$ cat config.mk
export PLATFORM = sky130hd
export DESIGN_NAME = block_transposition_cipher
export DESIGN_NICKNAME = d
export VERILOG_FILES = /design/src/rtl/btc_pkg.sv /design/src/rtl/block_transposition_cipher.sv /design/src/rtl/btc_cfg.sv /design/src/rtl/btc_datapath.sv /design/src/rtl/btc_ctrl.sv
export SDC_FILE = /design/constraint.sdc
export NUM_CORES = 1
export LEC_CHECK = 0
export BUFFER_PORTS_ARGS = -buffer_cell sky130_fd_sc_hd__buf_2
export CELL_PAD_IN_SITES_DETAIL_PLACEMENT = 1
export CELL_PAD_IN_SITES_GLOBAL_PLACEMENT = 1
export CORE_AREA = 2 2 194 196
export CTS_CLUSTER_SIZE = 30
export DETAILED_ROUTE_END_ITERATION = 8
export DIE_AREA = 0 0 196 198
export PLACE_DENSITY_LB_ADDON = 0.1
export SYNTH_ARGS = -nofsm -noshare
export SYNTH_HDL_FRONTEND = slang
export SYNTH_SLANG_ARGS = --single-unit
$ cat constraint.sdc
create_clock -name clock -period 14.6 [get_ports clock]
set_clock_uncertainty 0.1 [all_clocks]
set_input_delay 1.46 -clock clock [delete_from_list [all_inputs] [get_ports clock]]
set_output_delay 1.46 -clock clock [all_outputs]
set_load 0.1 [all_outputs]
$ cat src/rtl/btc_pkg.sv
package btc_pkg;

   // Fixed field widths and key packing
   localparam int CHAR_BITS   = 16;
   localparam int LEN_BITS    = 4;
   localparam int ENTRY_BITS  = 3;
   localparam int KEY_SLOTS   = 8;
   localparam int KEY_REGS    = 4;
   localparam int KEY_BITS    = LEN_BITS + ENTRY_BITS * KEY_SLOTS;
   localparam int BUF_DEPTH   = 8;
   localparam int CNT_BITS    = 3;
   localparam int IDX_BITS    = 3;

   localparam logic [LEN_BITS-1:0] MAX_BLOCK_LEN = 4'd8;
   localparam logic [CNT_BITS-1:0] MAX_BLOCKS    = 3'd4;
   localparam logic [LEN_BITS-1:0] FILL_SAT      = 4'd15;

   // Register indexes on the configuration port
   localparam logic [IDX_BITS-1:0] CSR_MODE        = 3'd0;
   localparam logic [IDX_BITS-1:0] CSR_BLOCK_COUNT = 3'd1;
   localparam logic [IDX_BITS-1:0] CSR_KEY_A       = 3'd2;
   localparam logic [IDX_BITS-1:0] CSR_KEY_B       = 3'd3;
   localparam logic [IDX_BITS-1:0] CSR_KEY_C       = 3'd4;
   localparam logic [IDX_BITS-1:0] CSR_KEY_D       = 3'd5;

   // Result status codes
   localparam logic [1:0] ST_OK      = 2'd0;
   localparam logic [1:0] ST_BAD_KEY = 2'd1;
   localparam logic [1:0] ST_SHORT   = 2'd2;

   typedef struct packed {
      logic [CHAR_BITS-1:0] char_in;
      logic                 msg_end;
   } req_payload_type;

   typedef struct packed {
      logic [CHAR_BITS-1:0] char_out;
      logic                 last;
      logic [1:0]           status;
   } rsp_payload_type;

   typedef struct packed {
      logic                               mode;
      logic [CNT_BITS-1:0]                block_count;
      logic [KEY_REGS-1:0][KEY_BITS-1:0]  key;
      logic                               key_ok;
   } cfg_type;

   // What an accepted character leads to
   typedef enum logic [1:0] {
      KIND_DROP,
      KIND_PUSH,
      KIND_BLOCK
   } dp_kind_type;

   typedef struct packed {
      logic accept;
      logic push_single;
      logic emit_step;
   } dp_cmd_type;

   typedef struct packed {
      dp_kind_type kind;
      logic        emit_final;
      logic        rsp_busy;
   } dp_stat_type;

   typedef enum logic {
      CS_ACCEPT,
      CS_EMIT
   } ctrl_state_type;

   // Entry of a key word at a slot (position minus one)
   function automatic logic [ENTRY_BITS-1:0] key_entry(input logic [KEY_BITS-1:0] word,
                                                       input logic [2:0] slot);
      logic [KEY_BITS-1:0] sh;
      sh = word >> (LEN_BITS + ENTRY_BITS * int'(slot));
      return sh[ENTRY_BITS-1:0];
   endfunction

endpackage

$ cat src/rtl/block_transposition_cipher.sv
// A result is registered by the transfer that causes it; the first character of a
// completed block passes the emission cursor registers and then the output register.
// One character per cycle is taken while a block fills and the output is free; then the
// block drains from its buffer, a position at a time, through the single output register.
// Reset (synchronous, active high) clears configuration, fill count, block index and
// the output valid; the block buffer holds no reset value.
module block_transposition_cipher (
   input  logic                           clock,
   input  logic                           reset,
   input  logic                           req_valid,
   output logic                           req_ready,
   input  btc_pkg::req_payload_type       req_data,
   output logic                           rsp_valid,
   input  logic                           rsp_ready,
   output btc_pkg::rsp_payload_type       rsp_data,
   input  logic                           csr_we,
   input  logic [btc_pkg::IDX_BITS-1:0]   csr_index,
   input  logic [btc_pkg::KEY_BITS-1:0]   csr_wdata
);

   btc_pkg::cfg_type     cfg;
   btc_pkg::dp_cmd_type  cmd;
   btc_pkg::dp_stat_type stat;

   btc_cfg u_cfg (
      .clock     (clock),
      .reset     (reset),
      .csr_we    (csr_we),
      .csr_index (csr_index),
      .csr_wdata (csr_wdata),
      .cfg       (cfg)
   );

   btc_ctrl u_ctrl (
      .clock     (clock),
      .reset     (reset),
      .req_valid (req_valid),
      .rsp_ready (rsp_ready),
      .stat      (stat),
      .req_ready (req_ready),
      .cmd       (cmd)
   );

   btc_datapath u_datapath (
      .clock     (clock),
      .reset     (reset),
      .cfg       (cfg),
      .cmd       (cmd),
      .req_data  (req_data),
      .rsp_ready (rsp_ready),
      .stat      (stat),
      .rsp_valid (rsp_valid),
      .rsp_data  (rsp_data)
   );

endmodule

$ cat src/rtl/btc_cfg.sv
module btc_cfg (
   input  logic                           clock,
   input  logic                           reset,
   input  logic                           csr_we,
   input  logic [btc_pkg::IDX_BITS-1:0]   csr_index,
   input  logic [btc_pkg::KEY_BITS-1:0]   csr_wdata,
   output btc_pkg::cfg_type               cfg
);

   logic                                            mode_ff;
   logic [btc_pkg::CNT_BITS-1:0]                    count_ff;
   logic [btc_pkg::KEY_REGS-1:0][btc_pkg::KEY_BITS-1:0] key_ff;
   logic                                            key_ok;
   logic [btc_pkg::LEN_BITS-1:0]                    len;
   logic [btc_pkg::ENTRY_BITS-1:0]                  ent;

   // Take register writes
   always_ff @(posedge clock) begin
      if (reset) begin
         mode_ff  <= 1'b0;
         count_ff <= '0;
         key_ff   <= '0;
      end else if (csr_we) begin
         case (csr_index)
            btc_pkg::CSR_MODE:        mode_ff   <= csr_wdata[0];
            btc_pkg::CSR_BLOCK_COUNT: count_ff  <= csr_wdata[btc_pkg::CNT_BITS-1:0];
            btc_pkg::CSR_KEY_A:       key_ff[0] <= csr_wdata;
            btc_pkg::CSR_KEY_B:       key_ff[1] <= csr_wdata;
            btc_pkg::CSR_KEY_C:       key_ff[2] <= csr_wdata;
            btc_pkg::CSR_KEY_D:       key_ff[3] <= csr_wdata;
            default: ;
         endcase
      end
   end

   // Check the block count and that every block in use is a permutation of its positions
   always_comb begin
      key_ok = 1'b1;
      len    = '0;
      ent    = '0;
      if (count_ff > btc_pkg::MAX_BLOCKS) key_ok = 1'b0;
      for (int b = 0; b < btc_pkg::KEY_REGS; b++) begin
         if (btc_pkg::CNT_BITS'(b) < count_ff) begin
            len = key_ff[b][btc_pkg::LEN_BITS-1:0];
            if (len == '0 || len > btc_pkg::MAX_BLOCK_LEN) key_ok = 1'b0;
            for (int i = 0; i < btc_pkg::KEY_SLOTS; i++) begin
               if (btc_pkg::LEN_BITS'(i) < len) begin
                  ent = btc_pkg::key_entry(key_ff[b], 3'(i));
                  if ({1'b0, ent} >= len) key_ok = 1'b0;
                  for (int j = 0; j < i; j++) begin
                     if (btc_pkg::key_entry(key_ff[b], 3'(j)) == ent) key_ok = 1'b0;
                  end
               end
            end
         end
      end
   end

   assign cfg.mode        = mode_ff;
   assign cfg.block_count = count_ff;
   assign cfg.key         = key_ff;
   assign cfg.key_ok      = key_ok;

endmodule

$ cat src/rtl/btc_datapath.sv
module btc_datapath (
   input  logic                      clock,
   input  logic                      reset,
   input  btc_pkg::cfg_type          cfg,
   input  btc_pkg::dp_cmd_type       cmd,
   input  btc_pkg::req_payload_type  req_data,
   input  logic                      rsp_ready,
   output btc_pkg::dp_stat_type      stat,
   output logic                      rsp_valid,
   output btc_pkg::rsp_payload_type  rsp_data
);

   logic [btc_pkg::CHAR_BITS-1:0] buf_ff [btc_pkg::BUF_DEPTH];
   logic [btc_pkg::LEN_BITS-1:0]  fill_ff, fill_in, fill_next;
   logic [btc_pkg::CNT_BITS-1:0]  blk_ff, blk_in;
   logic [1:0]                    emit_blk_ff, emit_blk_in;
   logic [2:0]                    emit_pos_ff, emit_pos_in;
   logic [btc_pkg::LEN_BITS-1:0]  emit_len_ff, emit_len_in;
   logic                          emit_end_ff, emit_end_in;
   logic                          rsp_valid_ff, rsp_valid_in;
   btc_pkg::rsp_payload_type      rsp_data_ff, rsp_data_in;

   btc_pkg::dp_kind_type          kind;
   btc_pkg::rsp_payload_type      single;
   btc_pkg::rsp_payload_type      emitted;
   logic [btc_pkg::LEN_BITS-1:0]  cur_len;
   logic                          in_span, last_block, complete, clear;
   logic [btc_pkg::KEY_BITS-1:0]  emit_word;
   logic [2:0]                    src, inv_src;
   logic                          emit_final;

   // Classify the character at the request port
   always_comb begin
      cur_len    = cfg.key[blk_ff[1:0]][btc_pkg::LEN_BITS-1:0];
      in_span    = blk_ff < cfg.block_count;
      last_block = ({1'b0, blk_ff} + 4'd1) == {1'b0, cfg.block_count};
      fill_next  = (fill_ff == btc_pkg::FILL_SAT) ? fill_ff : fill_ff + 4'd1;
      complete   = fill_next >= cur_len;
      kind       = btc_pkg::KIND_DROP;
      clear      = 1'b0;
      single     = '{char_out: '0, last: 1'b1, status: btc_pkg::ST_SHORT};
      if (!cfg.key_ok) begin
         single.status = btc_pkg::ST_BAD_KEY;
         if (req_data.msg_end) begin
            kind  = btc_pkg::KIND_PUSH;
            clear = 1'b1;
         end
      end else if (!in_span) begin
         kind   = btc_pkg::KIND_PUSH;
         clear  = req_data.msg_end;
         single = '{char_out: req_data.char_in, last: req_data.msg_end,
                    status: btc_pkg::ST_OK};
      end else if (!complete) begin
         if (req_data.msg_end) begin
            kind  = btc_pkg::KIND_PUSH;
            clear = 1'b1;
         end
      end else if (req_data.msg_end && !last_block) begin
         kind  = btc_pkg::KIND_PUSH;
         clear = 1'b1;
      end else begin
         kind = btc_pkg::KIND_BLOCK;
      end
   end

   // Pick the buffer slot for the current output position
   always_comb begin
      emit_word = cfg.key[emit_blk_ff];
      inv_src   = '0;
      for (int j = 0; j < btc_pkg::KEY_SLOTS; j++) begin
         if (btc_pkg::LEN_BITS'(j) < emit_len_ff &&
             btc_pkg::key_entry(emit_word, 3'(j)) == emit_pos_ff) begin
            inv_src = 3'(j);
         end
      end
      src        = cfg.mode ? inv_src : btc_pkg::key_entry(emit_word, emit_pos_ff);
      emit_final = ({1'b0, emit_pos_ff} + 4'd1) == emit_len_ff;
      emitted    = '{char_out: buf_ff[src], last: emit_end_ff && emit_final,
                     status: btc_pkg::ST_OK};
   end

   // Advance counters and the emission cursor
   always_comb begin
      fill_in     = fill_ff;
      blk_in      = blk_ff;
      emit_blk_in = emit_blk_ff;
      emit_pos_in = emit_pos_ff;
      emit_len_in = emit_len_ff;
      emit_end_in = emit_end_ff;
      if (cmd.accept) begin
         if (clear) begin
            fill_in = '0;
            blk_in  = '0;
         end else if (kind == btc_pkg::KIND_BLOCK) begin
            fill_in     = '0;
            blk_in      = req_data.msg_end ? '0 : blk_ff + 3'd1;
            emit_blk_in = blk_ff[1:0];
            emit_pos_in = '0;
            emit_len_in = cur_len;
            emit_end_in = req_data.msg_end;
         end else if (cfg.key_ok && in_span) begin
            fill_in = fill_next;
         end
      end else if (cmd.emit_step) begin
         emit_pos_in = emit_pos_ff + 3'd1;
      end
   end

   // Load the output register, drop it once the transfer completes
   always_comb begin
      rsp_data_in = rsp_data_ff;
      if (cmd.push_single) begin
         rsp_valid_in = 1'b1;
         rsp_data_in  = single;
      end else if (cmd.emit_step) begin
         rsp_valid_in = 1'b1;
         rsp_data_in  = emitted;
      end else begin
         rsp_valid_in = rsp_valid_ff && !rsp_ready;
      end
   end

   always_ff @(posedge clock) begin
      if (reset) begin
         fill_ff      <= '0;
         blk_ff       <= '0;
         emit_pos_ff  <= '0;
         rsp_valid_ff <= 1'b0;
      end else begin
         fill_ff      <= fill_in;
         blk_ff       <= blk_in;
         emit_pos_ff  <= emit_pos_in;
         rsp_valid_ff <= rsp_valid_in;
      end
   end

   always_ff @(posedge clock) begin
      emit_blk_ff <= emit_blk_in;
      emit_len_ff <= emit_len_in;
      emit_end_ff <= emit_end_in;
      rsp_data_ff <= rsp_data_in;
   end

   // Store the character into the block buffer
   always_ff @(posedge clock) begin
      if (cmd.accept && cfg.key_ok && in_span && fill_ff < 4'(btc_pkg::BUF_DEPTH)) begin
         buf_ff[fill_ff[2:0]] <= req_data.char_in;
      end
   end

   assign stat.kind       = kind;
   assign stat.emit_final = emit_final;
   assign stat.rsp_busy   = rsp_valid_ff;
   assign rsp_valid       = rsp_valid_ff;
   assign rsp_data        = rsp_data_ff;

endmodule

$ cat src/rtl/btc_ctrl.sv
module btc_ctrl (
   input  logic                  clock,
   input  logic                  reset,
   input  logic                  req_valid,
   input  logic                  rsp_ready,
   input  btc_pkg::dp_stat_type  stat,
   output logic                  req_ready,
   output btc_pkg::dp_cmd_type   cmd
);

   btc_pkg::ctrl_state_type state_ff, state_in;
   logic slot_free;

   assign slot_free = !stat.rsp_busy || rsp_ready;

   // Next state
   always_comb begin
      state_in = state_ff;
      case (state_ff)
         btc_pkg::CS_ACCEPT: begin
            if (req_valid && slot_free && stat.kind == btc_pkg::KIND_BLOCK) begin
               state_in = btc_pkg::CS_EMIT;
            end
         end
         btc_pkg::CS_EMIT: begin
            if (slot_free && stat.emit_final) state_in = btc_pkg::CS_ACCEPT;
         end
         default: state_in = btc_pkg::CS_ACCEPT;
      endcase
   end

   // Outputs
   always_comb begin
      req_ready       = 1'b0;
      cmd.accept      = 1'b0;
      cmd.push_single = 1'b0;
      cmd.emit_step   = 1'b0;
      case (state_ff)
         btc_pkg::CS_ACCEPT: begin
            req_ready       = slot_free;
            cmd.accept      = req_valid && slot_free;
            cmd.push_single = req_valid && slot_free && stat.kind == btc_pkg::KIND_PUSH;
         end
         btc_pkg::CS_EMIT: begin
            cmd.emit_step = slot_free;
         end
         default: ;
      endcase
   end

   always_ff @(posedge clock) begin
      if (reset) begin
         state_ff <= btc_pkg::CS_ACCEPT;
      end else begin
         state_ff <= state_in;
      end
   end

endmodule

==> results of run 1 <==
==> through the flow <==
| stage | utilization | cells |
|---|---|---|
| floorplan | - | 2084 |
| finish | 0.567 | 2535 |
| global route | 0.567 | 2534 |
| global placement | 0.536 | 2472 |
| detailed placement | 0.536 | 2472 |
| CTS | 0.567 | 2534 |
==> cell usage after synthesis, drive strengths merged (47+ instances only) <==
master	count	share of area
nand3	61	0.016
dfxtp	128	0.13
ha	97	0.062
a21oi	156	0.040
buf	129	0.039
clkbuf	54	0.010
edfxtp	154	0.24
inv	76	0.015
xor2	169	0.076
a22oi	47	0.018
mux2i	73	0.037
nor3	78	0.020
nand2	288	0.055
nor2	61	0.012
xnor2	176	0.079
==> cell usage in the layout, fill, tap and decap left out, types with 9 or more instances in the layout <==
cell type  Yosys  final
a21oi_1      156    156
nand4_1       12     12
o21ai_0       21     21
edfxtp_1     154    154
nand2_1      288    288
nor3_1        77     75
and3_1         9      9
xnor2_1      176    176
dfxtp_1      128    128
nor4_1        20     14
a31oi_1       31     31
nand3_1       60     59
inv_1         75     75
a22oi_1       47     47
clkbuf_16      0     34
ha_1          97     97
a21o_1        28     28
mux4_2        34     34
buf_2         84     72
nand2b_1      34     34
o22ai_2       10     10
and2_1         9      9
buf_4         27     25
o22ai_1       15     15
nor2_1        61     61
xor2_1       169    169
nor2b_1       10     10
a211oi_1       9      9
mux2i_1       73     72
==> where the power goes <==
group	total, W	switching [W]	internal, W
clock	0.000872	0.000365	0.000507
sequential	0.000893	0.0000361	0.000857
combinational	0.000276	0.000192	0.0000842
total	0.00204	0.000593	0.00145
==> state kept, by name, indices dropped and copies added (netlist names), 3 cells and up <==
name                    count
u_datapath.rsp_data        19
u_datapath.blk_ff           3
u_datapath.emit_pos_ff      3
u_datapath.fill_ff          4
u_datapath.emit_len_ff      4
u_cfg.cfg                 112
u_cfg.count_ff              3
u_datapath.buf_ff         128
==> cell families (layout without fill, tap and decap cells) <==
group / after synthesis / count (layout)
and+or+nand+nor: 603 / 603
AOI/OAI and AO/OA: 388 / 388
xor gates and xnor gates: 345 / 345
DFF: 282 / 282
buffers and inverters: 260 / 236
muxes: 107 / 107
adders and majority gates: 99 / 99
other: 0 / 1
==> worst max-delay path: cells and delay by family, from the launching register on <==
family | cells | cell delay [ns]
compound gates | 5 | 2.02
flops | 1 | 0.64
buf+inv | 2 | 0.63
simple gates | 2 | 1.24
fa+ha+maj | 1 | 0.35
mux | 1 | 0.27
==> worst max path at each step <==
stage,to
global route,u_datapath.rsp_data[17]$_DFFE_PP_
floorplan,u_datapath.buf_ff[3][0]$_DFFE_PP_
global placement,u_datapath.rsp_data[10]$_DFFE_PP_
detailed placement,u_datapath.rsp_data[9]$_DFFE_PP_
finish,u_datapath.rsp_data[17]$_DFFE_PP_
CTS,u_datapath.rsp_data[17]$_DFFE_PP_
==> routing by layer <==
metal  global-route usage  routed length [µm]  up-vias
met3               0.0608                4530      149
met1                0.447               28200     8125
li1                     -                   -     7249
met4                0.158                2760        0
met5                    0                   0        -
met2                0.589               32500      595
==> layout make-up <==
cell class,count,share of cell area
antenna,1,0.000119
clock buffer,44,0.0438
clock inverter,18,0.0104
inverter,77,0.0138
multi-input combinational,1542,0.534
sequential,282,0.343
tap,474,0.0283
timing repair buffer,97,0.0262
==> impl_metrics.yaml, run 1 <==
timing:
  slew_violations: 0
  setup_violations: 0
  tightest_slew_ns: 1.23
  finalHoldViolations: 0
  setup_tns_ns: 0
  final.setup.worst_slack_ns: 8.90
  whs_ns: 0.483
  rsz0062_at_grt: "false"
  fmax_mhz: 175
  finalCritPeriodShare: 0.390
  finalCriticalPeriod_ns: 5.70
  slew-limit-headroom: 0.176
power:
  total_power_w: 0.00204
  power.density_nw_per_um2: 97.4
  peakVddDrop_mv: 0.0866
  p_leak_nw: 8.26
place:
  gp_congestion: 0.909
  hpwl_um: 46200
  placed_cell_area_um2: 19800
  port_buffers: 73
  pre_cts_ws_ns: 8.90
synthesis:
  synth_top_family_by_area: "XOR/XNOR gates"
  synthFlopType: "edfxtp_1"
  syn_area_um2: 19600
  synthMuxAreaShare: 0.0764
  synth_edf_count: 154
  avgSynthCellArea_um2: 9.39
  synthCells: 2084
  yosysSeqAreaShare: 0.367
  synthSimpleGateAreaFrac: 0.143
  async_flop_share: 0
  yosys_warnings: 0
  synth_fa_ha_area_frac: 0.0640
  synth_seq_cells: 282
  synth-xor-area-share: 0.154
  syn-num-nets: 2236
  yosysUniqueCellTypes: 81
  synth_compound_area_frac: 0.131
final_layout:
  final_area_um2: 21000
  drive_gt1_frac: 0.106
  nNetsFinal: 2186
  seq_area_um2: 7190
  syn_to_final_growth_pct: 7.01
  fillerInstances: 4132
  multi_input_area_um2: 11200
critical_path:
  worstPathRequired_ns: 14.66
  max_stage_delay_ns: 0.90
  arrival_ns: 5.76
  critPathLaunchType: "flop"
  crit_path_cell_trace: "inv_1, ha_1, a21o_1, a2111oi_2, o21ai_0, o21ai_1, nand4_2, a2111oi_4, mux2i_2, buf_4, nand2b_1"
  r2r_slack_ns: 8.90
  path_max_fanout: 19
  critPathKind: "reg -> reg"
  reg2reg_from: "u_cfg.cfg[58]$_SDFFE_PP0P_"
  cp-startpoint: "u_cfg.cfg[58]$_SDFFE_PP0P_"
  worst_path_max_delay_cell: "nand2b_1"
  rr_worst_depth: 11
  crit_path_end_kind: "flop"
  rr_endpoint: "u_datapath.rsp_data[17]$_DFFE_PP_"
clocking:
  cts_tree: "built"
  ctsResizeCount: 0
  clk_path_buf_depth: 3
  post_cts.repair.setup_buffers: 0
  ctsHoldBuffers: 0
  cts.reportedPaths.clkPinSlew_ns: 0.06
  cts_sinks: 282
  cts_root_buf: "clkbuf_16"
  h-tree-depth: 2
  cts_buffers: 34
  clock_latency_ns: 0.56
route:
  detail_route.wl_per_cell_um: 26.8
  vias: 16100
  drc: 0
  wirelength_um: 68000
  drt_pre_antenna_iters: 5
  detail-route-antenna-nets: 0
  drtIter0Drc: 1148
  avgViaCountPerCell: 6.36
floorplan:
  fp-row-count: 71
  pin_count: 74
  core-area_um2: 37000
  die_h_um: 198
  dieArea_um2: 38800
  die_w_um: 196
  start_util: 0.530
global_route:
  grt_max_degree: 78
  grt_pass1_vias: 16700
  grt_overflow: 0
  antenna_found_initial: 0
  grtUsageTotal: 0.352
  grt_pass1_wl_um: 103000
run_status:
  status: "completed"
min_path:
  hp-class: "reg -> reg"
  hold_path_end: "u_datapath.blk_ff[2]$_SDFFE_PP0P_"
  holdPathStages: 1
  worstHoldStart: "u_datapath.blk_ff[2]$_SDFFE_PP0P_"
run:
  drv_cap: 0
No activity file was read; power rests on OpenSTA's default activity.
==> run 2: changes to the inputs <==
- ABC_AREA: default -> 1
- CORE_AREA: 2 2 194 196 -> 2 2 216 218
- DIE_AREA: 0 0 196 198 -> 0 0 218 220
- clock period: 14.6 -> 5.8 ns (I/O delays scaled with it)
==> run 2 against run 1 <==
- clock-buffer cell count is 1 higher
- clock power rose to 2.6 times the previous value
- global-route usage down 1.9 points
- core utilization fell by 7.5 points
- routed wire length rose by 17%
==> impl_metrics.yaml, run 2 <==
synthesis:
  avgSynthCellArea_um2: 7.24
  syn_area_um2: 21300
  synthTopCellsByArea: "edfxtp_1 (22%), nand2_1 (14%), dfxtp_1 (12%), xnor2_1 (8.6%), nand3_1 (7.8%)"
  synthFlopType: "edfxtp_1"
  async_flop_share: 0
  yosysSeqAreaShare: 0.338
  yosysMostFrequentCell: "nand2_1"
  yosys_warnings: 0
  yosysUniqueCellTypes: 48
  synth_area_leader_cell: "edfxtp_1"
  synth_seq_cells: 282
  synthTopCellsByCount: "nand2_1 (815), nand3_1 (333), inv_1 (237), xnor2_1 (210), o21ai_0 (183)"
  synth_edf_count: 154
  synthCells: 2939
  synthDominantCellAreaShare: 0.217
  syn-num-nets: 3091
place:
  placed_cell_area_um2: 21400
  hpwl_um: 57400
  port_buffers: 73
  gp_congestion: 0.932
critical_path:
  path_max_fanout: 33
  r2r_slack_ns: 1.32
  worst_path_max_delay_cell: "fa_1"
  critPathKind: "reg -> reg"
  cp-endpoint: "u_datapath.rsp_data[9]$_DFFE_PP_"
  rr_worst_depth: 17
  critPathLaunchType: "flop"
  rr_endpoint: "u_datapath.rsp_data[9]$_DFFE_PP_"
  arrival_ns: 4.70
  crit_top_cell: "nand3_1"
  cp-startpoint: "u_datapath.emit_pos_ff[0]$_SDFFE_PP0P_"
  crit_path_end_kind: "flop"
  max_stage_delay_ns: 0.62
  reg2reg_from: "u_datapath.emit_pos_ff[0]$_SDFFE_PP0P_"
  worstPathRequired_ns: 6.02
  crit_path_cell_trace: "buf_4, ha_1, fa_1, ha_1, xnor2_1, o211ai_1, a31oi_1, nand3_1, nand3_1, nand2_1, nand2_1, buf_4, inv_2, nand3_1, nand3_1, nand3_2, nand2_1"
clocking:
  cts_buffers: 36
  post_cts.repair.setup_buffers: 0
  cts_sinks: 282
  clock_latency_ns: 0.57
  h-tree-depth: 2
  clk_path_buf_depth: 3
  cts.reportedPaths.clkPinSlew_ns: 0.06
  cts_tree: "built"
  ctsResizeCount: 0
  ctsHoldBuffers: 0
  cts_root_buf: "clkbuf_16"
timing:
  setup_violations: 0
  fmax_mhz: 223
  slew-limit-headroom: 0.319
  rsz0062_at_grt: "false"
  tightest_slew_ns: 1.02
  setup_tns_ns: 0
  finalHoldViolations: 0
  finalCriticalPeriod_ns: 4.48
  slew_violations: 0
  finalCritPeriodShare: 0.772
final_layout:
  final_cell_mix: "nand2_1 (813), nand3_1 (331), inv_1 (236), xnor2_1 (210), o21ai_0 (183)"
  nNetsFinal: 3028
  diodes: 0
  final_area_um2: 22500
  largest_reg_flops: 128
  drive_gt1_frac: 0.0906
  syn_to_final_growth_pct: 5.99
  final_common_cell: "nand2_1"
  fillerInstances: 5873
floorplan:
  pin_count: 74
  start_util: 0.464
  dieArea_um2: 48000
  die_h_um: 220
  die_w_um: 218
  core-area_um2: 45900
  fp-row-count: 79
route:
  detail-route-antenna-nets: 0
  drc: 0
  drt_pre_antenna_iters: 5
  drtIter0Drc: 1225
  avgViaCountPerCell: 5.76
  vias: 20200
  detail_route.wl_per_cell_um: 22.7
  wirelength_um: 79700
power:
  p_leak_nw: 9.61
  power.density_nw_per_um2: 254
  peakVddDrop_mv: 0.206
global_route:
  grt_max_degree: 85
  antenna_found_initial: 2
  grtUsageTotal: 0.333
  grt_overflow: 0
  grt_pass1_wl_um: 122000
  grt_pass1_vias: 21000
min_path:
  hp-class: "in -> reg"
run_status:
  status: "completed"
run:
  drv_cap: 0
run 2: routing by layer:
| layer | part of all wire | vias up | global-route usage |
|---|---|---|---|
| li1 | - | 9465 | - |
| met1 | 0.41 | 10000 | 0.397 |
| met2 | 0.49 | 528 | 0.586 |
| met3 | 0.046 | 205 | 0.0471 |
| met4 | 0.050 | 6 | 0.163 |
| met5 | 0.00051 | - | 0 |
run 2: cell families after synthesis:
kind of cell / after synthesis / synth area share
flops: 282 / 0.338
fa+ha+maj: 99 / 0.0590
compound gates: 417 / 0.105
xor+xnor: 230 / 0.0947
simple gates: 1404 / 0.288
buf+inv: 507 / 0.115
run 2: worst min path at each step:
stage / start / endpoint / slack [ns] / cells after the start
after floorplan: u_datapath.blk_ff[0]$_SDFFE_PP0P_ / u_datapath.emit_blk_ff[0]$_DFFE_PP_ / 0.36 / 0
after global placement: u_ctrl.state_ff$_SDFF_PP0_ / u_ctrl.state_ff$_SDFF_PP0_ / 0.41 / 2
after detailed placement: u_datapath.fill_ff[3]$_SDFFE_PP0P_ / u_datapath.fill_ff[3]$_SDFFE_PP0P_ / 0.42 / 2
final: req_data[0] / u_datapath.emit_end_ff$_DFFE_PP_ / 0.18 / 1
after global routing: req_data[0] / u_datapath.emit_end_ff$_DFFE_PP_ / 0.16 / 1
after CTS: req_data[0] / u_datapath.emit_end_ff$_DFFE_PP_ / 0.16 / 1
run 2: cell type report:
type,instances,area [µm²],share of cell area
multi-input combinational,2150,11700,0.518
timing repair buffer,99,561,0.0249
clock inverter,20,189,0.00838
inverter,307,1160,0.0517
sequential,282,7190,0.319
clock buffer,45,995,0.0441
tap,607,759,0.0337
run 2: power by group:
part / switching (W) / leakage [nW] / internal (W) / total [W]
sequential: 0.000131 / 2.44 / 0.00218 / 0.00231
combinational: 0.000811 / 6.60 / 0.000339 / 0.00115
clock: 0.000949 / 0.575 / 0.00131 / 0.00226
run 2: stage by stage:
step	instances	util	setup WS, ns	hold slack, ns	power, W
finish	3510	0.491	1.32	0.183	0.00572
global placement	3445	0.466	1.57	0.408	0.00345
CTS	3510	0.491	1.35	0.165	0.00575
floorplan	2939	-	1.26	0.357	0.00318
global route	3510	0.491	0.976	0.163	0.00595
detailed placement	3445	0.466	1.39	0.422	0.00349
run 2: worst max-delay path, delay by kind of cell (launching register included):
kind	cells	cell delay, ns
xor+xnor	1	0.30
compound gates	2	0.34
flops	1	0.33
fa+ha+maj	3	1.27
buf+inv	3	1.07
simple gates	8	0.82
==> run 3: changes to the inputs <==
- CORE_AREA: 2 2 216 218 -> 2 2 226 228
- DIE_AREA: 0 0 218 220 -> 0 0 228 230
- clock period: 5.8 -> 4 ns (I/O delays scaled with it)
==> run 3 against run 2 <==
- core utilization down 1.2 points
- critical path type unchanged
- highest routed layer is now met4
- worst setup slack worse by 1.1 ns
- via count up 2.6%
==> impl_metrics.yaml, run 3 (same netlist as run 2, synthesis figures left out) <==
final_layout:
  syn_to_final_growth_pct: 12.3
  final_cell_mix: "nand2_1 (810), nand3_1 (331), inv_1 (230), xnor2_1 (209), o21ai_0 (183)"
  largest_reg_flops: 128
  drive_gt1_frac: 0.140
  final_common_cell: "nand2_1"
  nNetsFinal: 3175
  fillerInstances: 6340
min_path:
  hp-class: "in -> reg"
  worstHoldStart: "req_data[0]"
  holdPathStages: 1
  hold_path_end: "u_datapath.emit_end_ff$_DFFE_PP_"
timing:
  finalCriticalPeriod_ns: 3.79
  fmax_mhz: 264
  finalHoldViolations: 0
  slew-limit-headroom: 0.376
  whs_ns: 0.0256
  tightest_slew_ns: 0.936
  slew_violations: 0
  finalCritPeriodShare: 0.946
  setup_violations: 0
  final.setup.worst_slack_ns: 0.214
critical_path:
  max_stage_delay_ns: 0.38
  arrival_ns: 3.95
  crit_path_cell_trace: "clkinvlp_4, buf_4, ha_1, inv_1, o21bai_1, nand3_1, nand3_1, nor2_1, nor2_1, nor2_1, nand2_1, nand2_1, nand2_2, nor2_4, nand2_4, clkinv_8, nand2_2, nor3_4, nand2_2, nor3_4, buf_6"
  path_max_fanout: 19
  critPathLaunchType: "flop"
  worst_path_max_delay_cell: "dfxtp_2"
  rr_worst_depth: 21
  r2r_slack_ns: 0.21
  path_delay_family: "simple AND/OR/NAND/NOR gates"
  worstPathRequired_ns: 4.16
  reg2reg_from: "u_cfg.cfg[86]$_SDFFE_PP0P_"
  cp.buffers_inverters: 5
  critPathKind: "reg -> reg"
  crit_path_end_kind: "flop"
  rr_endpoint: "u_datapath.buf_ff[5][15]$_DFFE_PP_"
floorplan:
  core-area_um2: 49900
  start_util: 0.426
  pin_count: 74
  die_h_um: 230
  dieArea_um2: 52400
  fp-row-count: 82
  die_w_um: 228
route:
  drtIter0Drc: 1426
  drt_pre_antenna_iters: 5
  detail_route.wl_per_cell_um: 22.7
  detail-route-antenna-nets: 0
  vias: 20800
  drc: 0
  wirelength_um: 84600
  avgViaCountPerCell: 5.58
global_route:
  grt_use_met3: 0.0567
  grt_overflow: 0
  antenna_found_initial: 3
  grt_max_degree: 79
  grt_pass1_vias: 21300
  grt_busiest_layer: "met2"
  grtUsageTotal: 0.316
  grt_pass1_wl_um: 128000
  grt_use_met2: 0.521
  grtUsageMet1: 0.401
clocking:
  cts.reportedPaths.clkPinSlew_ns: 0.06
  clock_latency_ns: 0.58
  cts_tree: "built"
  clk_path_buf_depth: 3
  cts_sinks: 282
  cts_root_buf: "clkbuf_16"
  h-tree-depth: 2
  cts_buffers: 37
place:
  port_buffers: 73
  hpwl_um: 62600
  gp_congestion: 0.955
  pre_cts_ws_ns: 0.0274
power:
  peakVddDrop_mv: 0.344
  power.density_nw_per_um2: 357
  p_leak_nw: 10.4
run_status:
  status: "completed"
run:
  drv_cap: 0
==> run 3: cell count changes in the layout (fill, tap and decap cells not counted), moves of 4 or more <==
cell and change:
clkbuf_8 -4, inv_1 -6, dfxtp_2 +7, dfxtp_1 -7
buf_6 +7, buf_4 +132, clkinvlp_4 +5, clkbuf_1 +4
==> run 3: routing by layer <==
layer	wire length [µm]	part of all wire	vias to the layer above
met4	4340	0.051	0
li1	-	-	9751
met2	38900	0.46	681
met3	5400	0.064	180
met1	36000	0.43	10100
met5	0	0	-
==> run 3: power by group <==
part / switching, W / leakage (nW) / internal [W]
sequential: 0.000101 / 2.44 / 0.00316
combinational: 0.00132 / 7.35 / 0.000569
clock: 0.00142 / 0.590 / 0.00196
total: 0.00284 / 10.4 / 0.00569
==> run 3: worst max path at each step <==
stage,cells after the start,slack [ns],from,endpoint
global placement,18,0.23,u_datapath.emit_pos_ff[0]$_SDFFE_PP0P_,u_datapath.rsp_data[11]$_DFFE_PP_
detailed placement,21,0.03,u_cfg.cfg[86]$_SDFFE_PP0P_,u_datapath.rsp_data[15]$_DFFE_PP_
CTS,21,0.03,u_cfg.cfg[86]$_SDFFE_PP0P_,u_datapath.rsp_data[8]$_DFFE_PP_
finish,21,0.21,u_cfg.cfg[86]$_SDFFE_PP0P_,u_datapath.buf_ff[5][15]$_DFFE_PP_
floorplan,7,0.03,u_datapath.rsp_valid$_SDFF_PP0_,u_datapath.buf_ff[4][0]$_DFFE_PP_
global route,21,-0.02,u_cfg.cfg[86]$_SDFFE_PP0P_,u_datapath.buf_ff[5][15]$_DFFE_PP_
==> run 3: area by class of cell <==
class                           instances  area (µm²)  share of cell area
Antenna cell                            1        2.50            0.000105
Clock buffer                           46         980              0.0410
Clock inverter                         19         228             0.00953
Inverter                              307        1200              0.0503
Multi-Input combinational cell       2150       11700               0.491
Sequential cell                       282        7200               0.301
Tap cell                              672         841              0.0352
Timing Repair Buffer                  245        1710              0.0716
==> run 3: what timing repair did <==
item / 4_1_cts / 5_1_grt
hold buffers: 0 / 0
endpoints found under the setup margin: 0 / 165
resized for setup: 0 / 39
buffers inserted: 0 / 29
==> run 3: metrics by stage <==
stage	setup TNS, ns	instance area [µm²]	cells	power (W)	utilization
final	0	23900	3722	0.00853	0.479
after global routing	-0.0508	23900	3722	0.00887	0.479
after CTS	0	23600	3691	0.00854	0.472
after detailed placement	0	22300	3626	0.00516	0.448
after global placement	0	22300	3626	0.00510	0.448
after floorplan	0	21300	2939	0.00462	-
